$ cat src/rtl/rmts_pkg.sv
// Shared types and constants for the rate monotonic tick scheduler.
// No dependencies; used by rmts_cell and rate_monotonic_tick_scheduler_top.
package rmts_pkg;

  localparam int MAX_TASKS = 16;
  localparam int TIME_BITS = 16;
  localparam int SLOT_W    = (MAX_TASKS > 1) ? $clog2(MAX_TASKS) : 1;

  // Field widths on the ports
  localparam int SLOT_IN_W   = 4;
  localparam int BUDGET_IN_W = 16;
  localparam int PERIOD_IN_W = 16;
  localparam int RUN_OUT_W   = 4;
  localparam int CNT_W       = 5;
  localparam int S_TDATA_W   = 40;
  localparam int M_TDATA_W   = 8;
  localparam int M_TUSER_W   = 2;
  localparam int APB_ADDR_W  = 3;
  localparam int APB_DATA_W  = 32;

  typedef logic [TIME_BITS-1:0] time_t;
  typedef logic [SLOT_W-1:0]    slot_t;

  typedef enum logic [0:0] {
    CMD_LOAD = 1'b0,
    CMD_TICK = 1'b1
  } cmd_e;

  typedef enum logic [0:0] {
    REG_ACTIVE_TASKS = 1'b0
  } reg_idx_e;

  typedef enum logic [2:0] {
    ST_IDLE = 3'b001,
    ST_WALK = 3'b010,
    ST_DONE = 3'b100
  } state_e;

  // Best candidate handed down the chain
  typedef struct packed {
    logic  found;
    logic  fresh;
    slot_t slot;
    time_t period;
  } tok_t;

  typedef struct packed {
    logic  we;
    slot_t slot;
    time_t budget;
    time_t period;
  } load_t;

  typedef struct packed {
    logic  valid;
    slot_t slot;
  } commit_t;

endpackage

$ cat src/rtl/rate_monotonic_tick_scheduler_top.sv
// Rate monotonic tick scheduler: a row of task slot cells plus tick sequencer.
// Instantiates rmts_cell; depends on rmts_pkg.
//
// Usage:
//   Input stream (s_axis_*): tuser is the command (load or tick). A load writes
//   one slot's budget and period; it gives no result.
//   A tick releases due slots, then a candidate walks the cell row one slot
//   per cycle, then the winner's remaining budget is decremented and one result is
//   written to the output register (m_axis_*): running slot, idle, fresh job.
//   No new item is taken while a tick is in flight; the sequencer returns to
//   idle in the same cycle that the result enters the output register.
//   APB register 0 (byte address 0): active_tasks, 5 bits, reset value 1.
//   Write it only while the block is idle.
//   Reset clears all remaining budgets and phases and sets active_tasks to 1;
//   periods and budgets hold garbage until loaded.
//   If the receiver stalls, the result waits in the output register; loads
//   are still accepted, and a following tick waits at its end until the
//   register frees.
module rate_monotonic_tick_scheduler_top import rmts_pkg::*; (
  input  logic                  clk_i,
  input  logic                  rst_ni,
  // APB configuration
  input  logic                  psel,
  input  logic                  penable,
  input  logic                  pwrite,
  input  logic [APB_ADDR_W-1:0] paddr,
  input  logic [APB_DATA_W-1:0] pwdata,
  output logic [APB_DATA_W-1:0] prdata,
  output logic                  pready,
  // Input stream
  input  logic                  s_axis_tvalid,
  output logic                  s_axis_tready,
  input  logic [S_TDATA_W-1:0]  s_axis_tdata,  // task_slot[3:0], exec_budget[19:4],
                                               // task_period[35:20], zero pad
  input  logic                  s_axis_tuser,  // command
  // Output stream
  output logic                  m_axis_tvalid,
  input  logic                  m_axis_tready,
  output logic [M_TDATA_W-1:0]  m_axis_tdata,  // running_task[3:0], zero pad
  output logic [M_TUSER_W-1:0]  m_axis_tuser   // idle[0], fresh_job[1]
);

  logic [CNT_W-1:0] active_q, active_d;
  state_e           state_q, state_d;
  logic             go0_q, go0_d;
  logic             m_valid_q, m_valid_d;
  logic [RUN_OUT_W-1:0] run_q, run_d;
  logic             idle_q, idle_d, fresh_q, fresh_d;

  logic             in_acc, cfg_wr, out_free, fin, tick, last_go;
  cmd_e             cmd;
  load_t            load;
  commit_t          commit;
  tok_t             final_tok;
  logic [MAX_TASKS:0] go_w;
  tok_t             tok_w [MAX_TASKS+1];
  logic [MAX_TASKS-1:0] cell_active;

  // Configuration port
  assign pready = 1'b1;
  assign cfg_wr = psel && penable && pwrite && pready;

  always_comb begin
    active_d = active_q;
    if (cfg_wr && (reg_idx_e'(paddr[2]) == REG_ACTIVE_TASKS)) active_d = pwdata[CNT_W-1:0];
    prdata = '0;
    if (reg_idx_e'(paddr[2]) == REG_ACTIVE_TASKS) prdata = APB_DATA_W'(active_q);
  end

  // Input side
  assign s_axis_tready = (state_q == ST_IDLE);
  assign in_acc        = s_axis_tvalid && s_axis_tready;
  assign cmd           = cmd_e'(s_axis_tuser);
  assign tick          = in_acc && (cmd == CMD_TICK);

  always_comb begin
    load.we     = in_acc && (cmd == CMD_LOAD) &&
                  (int'(s_axis_tdata[SLOT_IN_W-1:0]) < MAX_TASKS);
    load.slot   = SLOT_W'(s_axis_tdata[SLOT_IN_W-1:0]);
    load.budget = TIME_BITS'(s_axis_tdata[SLOT_IN_W +: BUDGET_IN_W]);
    load.period = TIME_BITS'(s_axis_tdata[SLOT_IN_W+BUDGET_IN_W +: PERIOD_IN_W]);
  end

  // Cell chain
  assign go_w[0]  = go0_q;
  assign tok_w[0] = '0;

  for (genvar g = 0; g < MAX_TASKS; g++) begin : g_cell
    assign cell_active[g] = (32'(active_q) > 32'(g));
    rmts_cell u_cell (
      .clk_i      (clk_i),
      .rst_ni     (rst_ni),
      .slot_idx_i (SLOT_W'(g)),
      .active_i   (cell_active[g]),
      .load_i     (load),
      .tick_i     (tick),
      .commit_i   (commit),
      .go_i       (go_w[g]),
      .tok_i      (tok_w[g]),
      .go_o       (go_w[g+1]),
      .tok_o      (tok_w[g+1])
    );
  end

  assign last_go   = go_w[MAX_TASKS];
  assign final_tok = tok_w[MAX_TASKS];
  assign out_free  = !m_valid_q || m_axis_tready;

  // Sequencer
  always_comb begin
    state_d = state_q;
    go0_d   = 1'b0;
    fin     = 1'b0;
    unique case (state_q)
      ST_IDLE: begin
        if (tick) begin
          state_d = ST_WALK;
          go0_d   = 1'b1;
        end
      end
      ST_WALK: begin
        if (last_go) begin
          if (out_free) begin
            fin     = 1'b1;
            state_d = ST_IDLE;
          end else begin
            state_d = ST_DONE;
          end
        end
      end
      ST_DONE: begin
        if (out_free) begin
          fin     = 1'b1;
          state_d = ST_IDLE;
        end
      end
      default: state_d = ST_IDLE;
    endcase

    commit.valid = fin && final_tok.found;
    commit.slot  = final_tok.slot;

    m_valid_d = fin || (m_valid_q && !m_axis_tready);
    run_d     = run_q;
    idle_d    = idle_q;
    fresh_d   = fresh_q;
    if (fin) begin
      run_d   = final_tok.found ? RUN_OUT_W'(final_tok.slot) : '0;
      idle_d  = !final_tok.found;
      fresh_d = final_tok.found && final_tok.fresh;
    end
  end

  always_ff @(posedge clk_i or negedge rst_ni) begin
    if (!rst_ni) begin
      active_q  <= CNT_W'(1);
      state_q   <= ST_IDLE;
      go0_q     <= 1'b0;
      m_valid_q <= 1'b0;
    end else begin
      active_q  <= active_d;
      state_q   <= state_d;
      go0_q     <= go0_d;
      m_valid_q <= m_valid_d;
    end
  end

  always_ff @(posedge clk_i) begin
    run_q   <= run_d;
    idle_q  <= idle_d;
    fresh_q <= fresh_d;
  end

  assign m_axis_tvalid = m_valid_q;
  assign m_axis_tdata  = M_TDATA_W'(run_q);
  assign m_axis_tuser  = {fresh_q, idle_q};

`ifndef SYNTHESIS
  a_state_onehot: assert property (@(posedge clk_i) disable iff (!rst_ni)
    $onehot(state_q))
    else $error("sequencer state not one-hot");

  a_busy_no_accept: assert property (@(posedge clk_i) disable iff (!rst_ni)
    (state_q != ST_IDLE) |-> !s_axis_tready)
    else $error("input taken while a tick is in flight");

  a_single_walk: assert property (@(posedge clk_i) disable iff (!rst_ni)
    $onehot0(go_w))
    else $error("more than one candidate in the cell chain");

  a_idle_chain_empty: assert property (@(posedge clk_i) disable iff (!rst_ni)
    (state_q == ST_IDLE) |-> (go_w == '0))
    else $error("cell chain active while sequencer idle");
`endif

endmodule

$ cat src/rtl/rmts_cell.sv
// One task slot of the scheduler chain: period, budget, remaining budget, phase.
// Compares its slot against the incoming candidate and passes the winner on.
// Depends on rmts_pkg.
module rmts_cell import rmts_pkg::*; (
  input  logic    clk_i,
  input  logic    rst_ni,
  input  slot_t   slot_idx_i,
  input  logic    active_i,
  input  load_t   load_i,
  input  logic    tick_i,
  input  commit_t commit_i,
  input  logic    go_i,
  input  tok_t    tok_i,
  output logic    go_o,
  output tok_t    tok_o
);

  time_t period_q, period_d;
  time_t budget_q, budget_d;
  time_t remaining_q, remaining_d;
  time_t phase_q, phase_d;
  logic  go_q;
  tok_t  tok_q, tok_d;

  logic  hit_load, enabled, release_now, cand;
  time_t phase_inc, phase_next;

  always_comb begin
    hit_load    = load_i.we && (load_i.slot == slot_idx_i);
    enabled     = active_i && (period_q != '0);
    release_now = enabled && (phase_q == '0);
    phase_inc   = phase_q + time_t'(1);
    phase_next  = (phase_inc >= period_q) ? '0 : phase_inc;
    cand        = enabled && (remaining_q != '0) &&
                  (!tok_i.found || (period_q < tok_i.period));

    tok_d = tok_q;
    if (go_i) begin
      if (cand) begin
        tok_d.found  = 1'b1;
        tok_d.fresh  = (remaining_q == budget_q);
        tok_d.slot   = slot_idx_i;
        tok_d.period = period_q;
      end else begin
        tok_d = tok_i;
      end
    end

    period_d    = period_q;
    budget_d    = budget_q;
    remaining_d = remaining_q;
    phase_d     = phase_q;
    priority if (hit_load) begin
      period_d    = load_i.period;
      budget_d    = load_i.budget;
      remaining_d = '0;
      phase_d     = '0;
    end else if (tick_i) begin
      if (release_now) remaining_d = budget_q;
      if (enabled)     phase_d     = phase_next;
    end else if (commit_i.valid && (commit_i.slot == slot_idx_i)) begin
      remaining_d = remaining_q - time_t'(1);
    end
  end

  always_ff @(posedge clk_i) begin
    period_q <= period_d;
    budget_q <= budget_d;
    tok_q    <= tok_d;
  end

  always_ff @(posedge clk_i or negedge rst_ni) begin
    if (!rst_ni) begin
      remaining_q <= '0;
      phase_q     <= '0;
      go_q        <= 1'b0;
    end else begin
      remaining_q <= remaining_d;
      phase_q     <= phase_d;
      go_q        <= go_i;
    end
  end

  assign go_o  = go_q;
  assign tok_o = tok_q;

endmodule

$ cat config.mk
export PLATFORM = sky130hd
export DESIGN_NAME = rate_monotonic_tick_scheduler_top
export DESIGN_NICKNAME = d
export VERILOG_FILES = /design/src/rtl/rmts_pkg.sv /design/src/rtl/rate_monotonic_tick_scheduler_top.sv /design/src/rtl/rmts_cell.sv
export SDC_FILE = /design/constraint.sdc
export NUM_CORES = 2
export LEC_CHECK = 0
export BUFFER_PORTS_ARGS = -buffer_cell sky130_fd_sc_hd__clkbuf_2
export CELL_PAD_IN_SITES_DETAIL_PLACEMENT = 0
export CELL_PAD_IN_SITES_GLOBAL_PLACEMENT = 1
export CORE_AREA = 2 2 396 398
export DETAILED_ROUTE_END_ITERATION = 12
export DIE_AREA = 0 0 398 400
export PLACE_DENSITY = 0.86
export SETUP_SLACK_MARGIN = 0.2
export SLEW_MARGIN = 20
export SYNTH_ARGS = -nofsm -noshare
export SYNTH_HDL_FRONTEND = slang
export SYNTH_SLANG_ARGS = --single-unit
$ cat constraint.sdc
create_clock -name clk_i -period 7.3 [get_ports clk_i]
set_clock_uncertainty 0.1 [all_clocks]
set_input_delay 1.46 -clock clk_i [delete_from_list [all_inputs] [get_ports clk_i]]
set_output_delay 1.46 -clock clk_i [all_outputs]
set_load 0.005 [all_outputs]
# After elaboration in Yosys (flattened, before gate mapping)
# Cells that the tools add are included.
[word_totals]
reg_bits = 1392
inputBits = 83
output_inout_bits = 45
word_cells = 724
[classes]
add_sub_neg = 32
n_lt_le_gt_ge = 47
eq_ne = 68
mux = 155
n_bitwise = 2
n_reduce_logical = 270
[ops]
columns = ["op", "count"]
rows = [
  ["$mux 16", 128],
  ["$reduce_bool 16->1", 32],
  ["$mux 21", 15],
  ["$add 16x1->16 const B", 16],
  ["$eq 16x16->1", 16],
  ["$ge 16x16->1", 16],
  ["$logic_not 16->1", 16],
  ["$sub 16x1->16 const B", 16],
  ["$lt 16x16->1", 15],
  ["$logic_and 1x1->1", 104],
  ["$eq 4x4->1 const B", 16],
  ["$reduce_and 2->1", 32],
  ["$reduce_bool 2->1", 32],
  ["$reduce_bool 3->1", 16],
  ["$ne 3x1->1 const B", 15],
  ["$gt 5x4->1 const B", 8],
  ["$eq 4x3->1 const B", 8],
  ["$mux 22", 1],
  ["$gt 5x3->1 const B", 4],
  ["$logic_not 1->1", 18],
  ["$logic_or 1x1->1", 17],
  ["$eq 4x2->1 const B", 4],
  ["$mux 3", 4],
  ["$gt 5x1->1 const B", 2],
  ["15 further kinds", 23],
]

# Longest topological paths before layout
[logic_depth]
depth_word = 10
depth_mapped = 16
ltp_nobuf = 14

# By module
# A second synthesis with hierarchy kept.
[unflattened]
cells_unflattened = 7752
area_unflattened_um2 = 82280.2
[by_module_without_submodules]
columns = ["mod", "n_inst", "cells_per_inst", "area_each_um2", "seq_area_each_um2"]
rows = [
  ["rmts_cell (g_cell[0].u_cell ...)", 14, 478, 5072.4, 2447.3],
  ["rmts_cell (g_cell[9].u_cell)", 1, 470, 5096.1, 2447.3],
  ["rmts_cell (g_cell[14].u_cell)", 1, 473, 5064.9, 2447.3],
  ["rate_monotonic_tick_scheduler_top", 1, 117, 1106.1, 432.9],
]

# Least setup slack after synthesis
# Ideal clock, no wire load.
[synth_path]
kind = "input-to-reg"
startpoint = "input s_axis_tuser"
endpoint = "register g_cell[5].u_cell.phase_q[14]"
setup_ps = 131
arrival_ps = 6212
t_required_ps = 7069
setup_slack_ps = 857
path_stages = 6
path_buffers = 1
cell_sequence = "or3b_2 -> nor4_1 -> nor2_1 -> clkbuf_1 -> nand2_1 -> o21ai_0"
[synth_via]
elab_chain_cells = 5
word_cells_on_any_way = 8
cone_classes = "mux: 1; bitwise: 1; reduce/logical: 6"
[synth_rtl]
columns = ["element", "line", "rtl"]
rows = [
  ["start, declared", "rate_monotonic_tick_scheduler_top.sv:35", "input logic s_axis_tuser,"],
  ["$not 1->1 *", "rate_monotonic_tick_scheduler_top.sv:77", "load.we = in_acc && (cmd == CMD_LOAD) &&"],
  ["$logic_and 1x1->1 *", "rate_monotonic_tick_scheduler_top.sv:77", ""],
  ["$logic_and 1x1->1 *", "rmts_cell.sv:29", "hit_load = load_i.we && (load_i.slot == slot_idx_i);"],
  ["named net g_cell[5].u_cell.hit_load", "rmts_cell.sv:25", "logic hit_load, enabled, release_now, cand;"],
  ["$reduce_bool 2->1 (no source line)", "-", ""],
  ["$reduce_and 2->1 (no source line)", "-", ""],
  ["end signal, assigned", "rmts_cell.sv:79", "phase_q <= phase_d;"],
  ["end, declared", "rmts_cell.sv:21", "time_t phase_q, phase_d;"],
]
# Mark *: on every way through the listed nets, which the timed path passes. The rest lies on a longest branch.
# A chain may end at the register's enable or synchronous reset.

# Worst setup path after layout
[layout_path]
startpoint = "register active_q[4]"
endpoint = "output prdata[4]"
[layout_via]
elab_chain_cells = 1
[layout_rtl]
columns = ["element", "line", "rtl"]
rows = [
  ["start, declared", "rate_monotonic_tick_scheduler_top.sv:43", "logic [CNT_W-1:0] active_q, active_d;"],
  ["start signal, assigned", "rate_monotonic_tick_scheduler_top.sv:161", "active_q <= active_d;"],
  ["$mux 5", "rate_monotonic_tick_scheduler_top.sv:67", "if (reg_idx_e'(paddr[2]) == REG_ACTIVE_TASKS) prdata = APB_DATA_W'(active_q);"],
  ["end, declared", "rate_monotonic_tick_scheduler_top.sv:28", "output logic [APB_DATA_W-1:0] prdata,"],
]
# Every way passes these cells.

==> results by group <==
Power and ir drop
  – Part of the power in the clock network: 33.5%
  – Worst IR Drop VDD: 0.2631 mV
  – Comb pwr share: 22.2%
  – Switching Power: 7.686 mW
  – Pleak: 35.37 nW
  – PD cells: 281.8 nW/um^2
  – Switch share: 32.20%
  – Sequential share of power: 44.3%
  – Pint: 16.18 mW

Logic synthesis
  – Ys Warns: 0
  – Syn Area/Cell: 10.55 sq um
  – Async S/R FF share, synth: 39.07%
  – Synth Flop Type: edfxtp_1
  – Mux cell area share after synthesis: 3.368%
  – Count of different cell masters after synthesis: 98
  – Ranking of synthesized cells by area: edfxtp_1 33%, dfrtp_1 17%, ha_1 8.6%, xnor2_1 4.0%, inv_1 3.0%
  – Largest family of logic cells by synthesized area: simple AND/OR/NAND/NOR gates
  – Top cell type's share of synthesized area: 32.70%
  – Cell count after synthesis: 7303
  – Post-synthesis compound-gate area fraction: 12.75%
  – Mapped Area: 77040 sq um
  – Post-synth EDFFs: 839
  – Share of the yosys chip area belonging to registers: 50.18%
  – Adder-Cell Fraction of Synth Area: 8.592%
  – Simple-gate share of the synthesized area: 15.57%
  – Synth Register Bits: 1377
  – Post-synth top area cell: edfxtp_1
  – Xor/xnor share of the synthesized area: 4.684%

Routing
  – Drt pass-1 iters: 8
  – Vias/cell: 6.085
  – DRT Wirelength: 209000 microns
  – Remaining antenna violation count: 0
  – DRC viols: 0
  – Via count: 57.98k
  – Initial drt markers: 5723
  – Drt wl/cell: 21.93 microns

CTS
  – Post-CTS sizing: 0
  – Post-CTS setup buffers: 0
  – Clock Pin Slew Worst Setup and Hold Paths: 0.06 ns
  – Longest Clk Path Bufs: 3
  – Hold-fix buffers, CTS: 0
  – Clock Latency Late Sink: 0.82 ns
  – Clock sink count: 1377
  – TritonCTS Buffers: 151
  – Root Driver: clkbuf_16
  – CTS tree: done
  – H-tree Lvls: 4

Timing
  – Final critical-path required period: 4.508 ns
  – RSZ-0062 raised after global routing: false
  – Worst relative slew slack: 23.03%
  – Final Hold Fails: 0
  – Sum Neg Setup Slack: 0 ns
  – Setup WS post-layout: 2.792 ns
  – Least-Margin Pin Slew: 1.155 ns
  – Fin crit share: 61.76%
  – Setup violators final: 0
  – Max-slew violations: 0
  – FMAX: 0.2218 GHz

Global routing
  – Tot GR Track Use: 25.97%
  – Antenna violations before repair: 19
  – Grt ovf: 0
  – Vias in the first global route: 55.49k
  – Global-route wire length before repair: 322600 microns
  – Largest net degree at the start of global routing: 118

Die
  – Die Span Y: 400 microns
  – Rows: 145
  – Die W: 398 microns
  – CORE AREA: 155100 sq um
  – Num ports: 128
  – Die ar.: 159200 sq um
  – Initial Utilization: 49.66%

Outcome
  – Status: completed

Layout
  – Layout fillers: 13.22k
  – Layout area overhead: 9.954%
  – Final nets: 7940
  – Commonest non-fill, non-tap cell in the layout: edfxtp_1
  – Layout cells sized above 1: 7.924%
  – Most frequent cells in the layout: 839 x edfxtp_1, 612 x inv_1, 588 x nand2_1

Placement
  – Place WS: 2.148 ns
  – Port Buffers: 62
  – HPWL Detailed: 143000 microns
  – Gpl congestion: 0.8933

Critical path
  – Critical path arrival: 2.95 ns
  – Crit path largest cell delay: 1.05 ns
  – CP cell instances: inv_1 > nor2_1 > clkbuf_2
  – Nature of the critical path endpoint: primary output
  – Critical setup path kind: reg -> out
  – Startpoint types: flop
  – Crit path max-delay cell type: dfrtp_1
  – Crit. Startpoint: active_q[4]
  – FF-to-FF path depth: 9
  – CP max FO: 14
  – R2R Setup Slk: 2.90 ns
  – Worst r2r src: state_q[0]
  – WP data required: 5.74 ns

Flow run
  – Max_cap viols: 0

Hold path
  – Worst hold start: g_cell[6].u_cell.tok_o[18]
  – Hold Path Class: reg -> reg
  – Cell depth of the worst hold path: 1
-- path summary, 6_finish.rpt --
path,to
worst max register to register,g_cell[12].u_cell.phase_q[7]
worst min-delay path,g_cell[7].u_cell.tok_o[18]
min in group asynchronous,g_cell[10].u_cell.phase_q[14]
max in group asynchronous,g_cell[9].u_cell.phase_q[2]
worst max-delay path,prdata[4]
worst min register to register,g_cell[7].u_cell.tok_o[18]
-- through the flow --
| step | instances | power [mW] | hold slack, ns | util [%] | instance area, sq um |
|---|---|---|---|---|---|
| 2_1_floorplan | 7333 | 14.24 | 0.3621 | - | 77150 |
| 3_3_place_gp | 9232 | 15.70 | 0.3910 | 51.22 | 79460 |
| 3_5_place_dp | 9232 | 15.92 | 0.3922 | 51.23 | 79470 |
| 4_1_cts | 9515 | 23.89 | 0.4060 | 54.56 | 84620 |
| 5_1_grt | 9516 | 25.02 | 0.4232 | 54.59 | 84680 |
| 6_report | 9528 | 23.87 | 0.4061 | 54.61 | 84710 |
-- sequential cells by signal, indices dropped and copies added (netlist names) --
name / cells
g_cell.u_cell.tok_o: 321
g_cell.u_cell.budget_q: 256
g_cell.u_cell.period_q: 256
g_cell.u_cell.phase_q: 256
g_cell.u_cell.remaining_q: 256
g_cell.u_cell.go_o: 16
active_q: 5
run_q: 4
state_q: 3
fresh_q: 1
go0_q: 1
idle_q: 1
m_axis_tvalid: 1
-- power by group through the flow --
stage / registers, mW / clock network, mW / logic [mW]
3_3_place_gp: 10.6 / 0 / 5.07
4_1_cts: 10.5 / 8.08 / 5.28
2_1_floorplan: 10.2 / 0 / 4.04
5_1_grt: 10.7 / 8.39 / 5.90
3_5_place_dp: 10.7 / 0 / 5.24
6_report: 10.6 / 7.98 / 5.31
-- cell type report --
type                       instances  area (sq um)  share of cell area, %
antenna                           12         30.03                0.03545
tap                             2058          2575                  3.040
clock inverter                    89          1066                  1.258
sequential                      1377         38660                  45.64
inverter                         614          2312                  2.730
clock buffer                     194          4091                  4.830
multi-input combinational       5035         34940                  41.25
timing repair buffer             149          1031                  1.217
-- synthesized netlist by cell type (all sizes together), types with 60 or more instances --
library cell  count
edfxtp          839
inv             614
nand2           589
dfrtp           536
ha              529
a21oi           435
o21ai           419
xnor2           352
nor2            308
nand3           224
mux2i           218
nor4            214
nor3            175
clkbuf          169
nand4           169
buf             138
a21o            104
a22o             99
o211ai           96
or2              93
nand2b           89
and3             62
xor2             60
-- worst max-delay path: cells and delay by family (launching register included) --
family,cells,cell delay [ns]
buf+inv,2,0.84
flops,1,1.05
simple gates,1,0.24
-- layer usage --
metal  global-route usage, %  part of all wire [%]
met5                       0                 0.046
met4                   10.60                   4.0
met1                   34.81                    42
met3                   4.490                   7.4
met2                   41.81                    47
-- logic make-up after synthesis --
logic type | count (synthesis)
AND/OR/NAND/NOR | 2275
AO/OA/AOI/OAI | 1533
adder cells (fa/ha/maj) | 529
other | 2
XOR/XNOR | 412
flip-flops | 1377
multiplexers | 254
buffers and inverters | 921
Note: power is estimated with default switching activity, not from simulation.
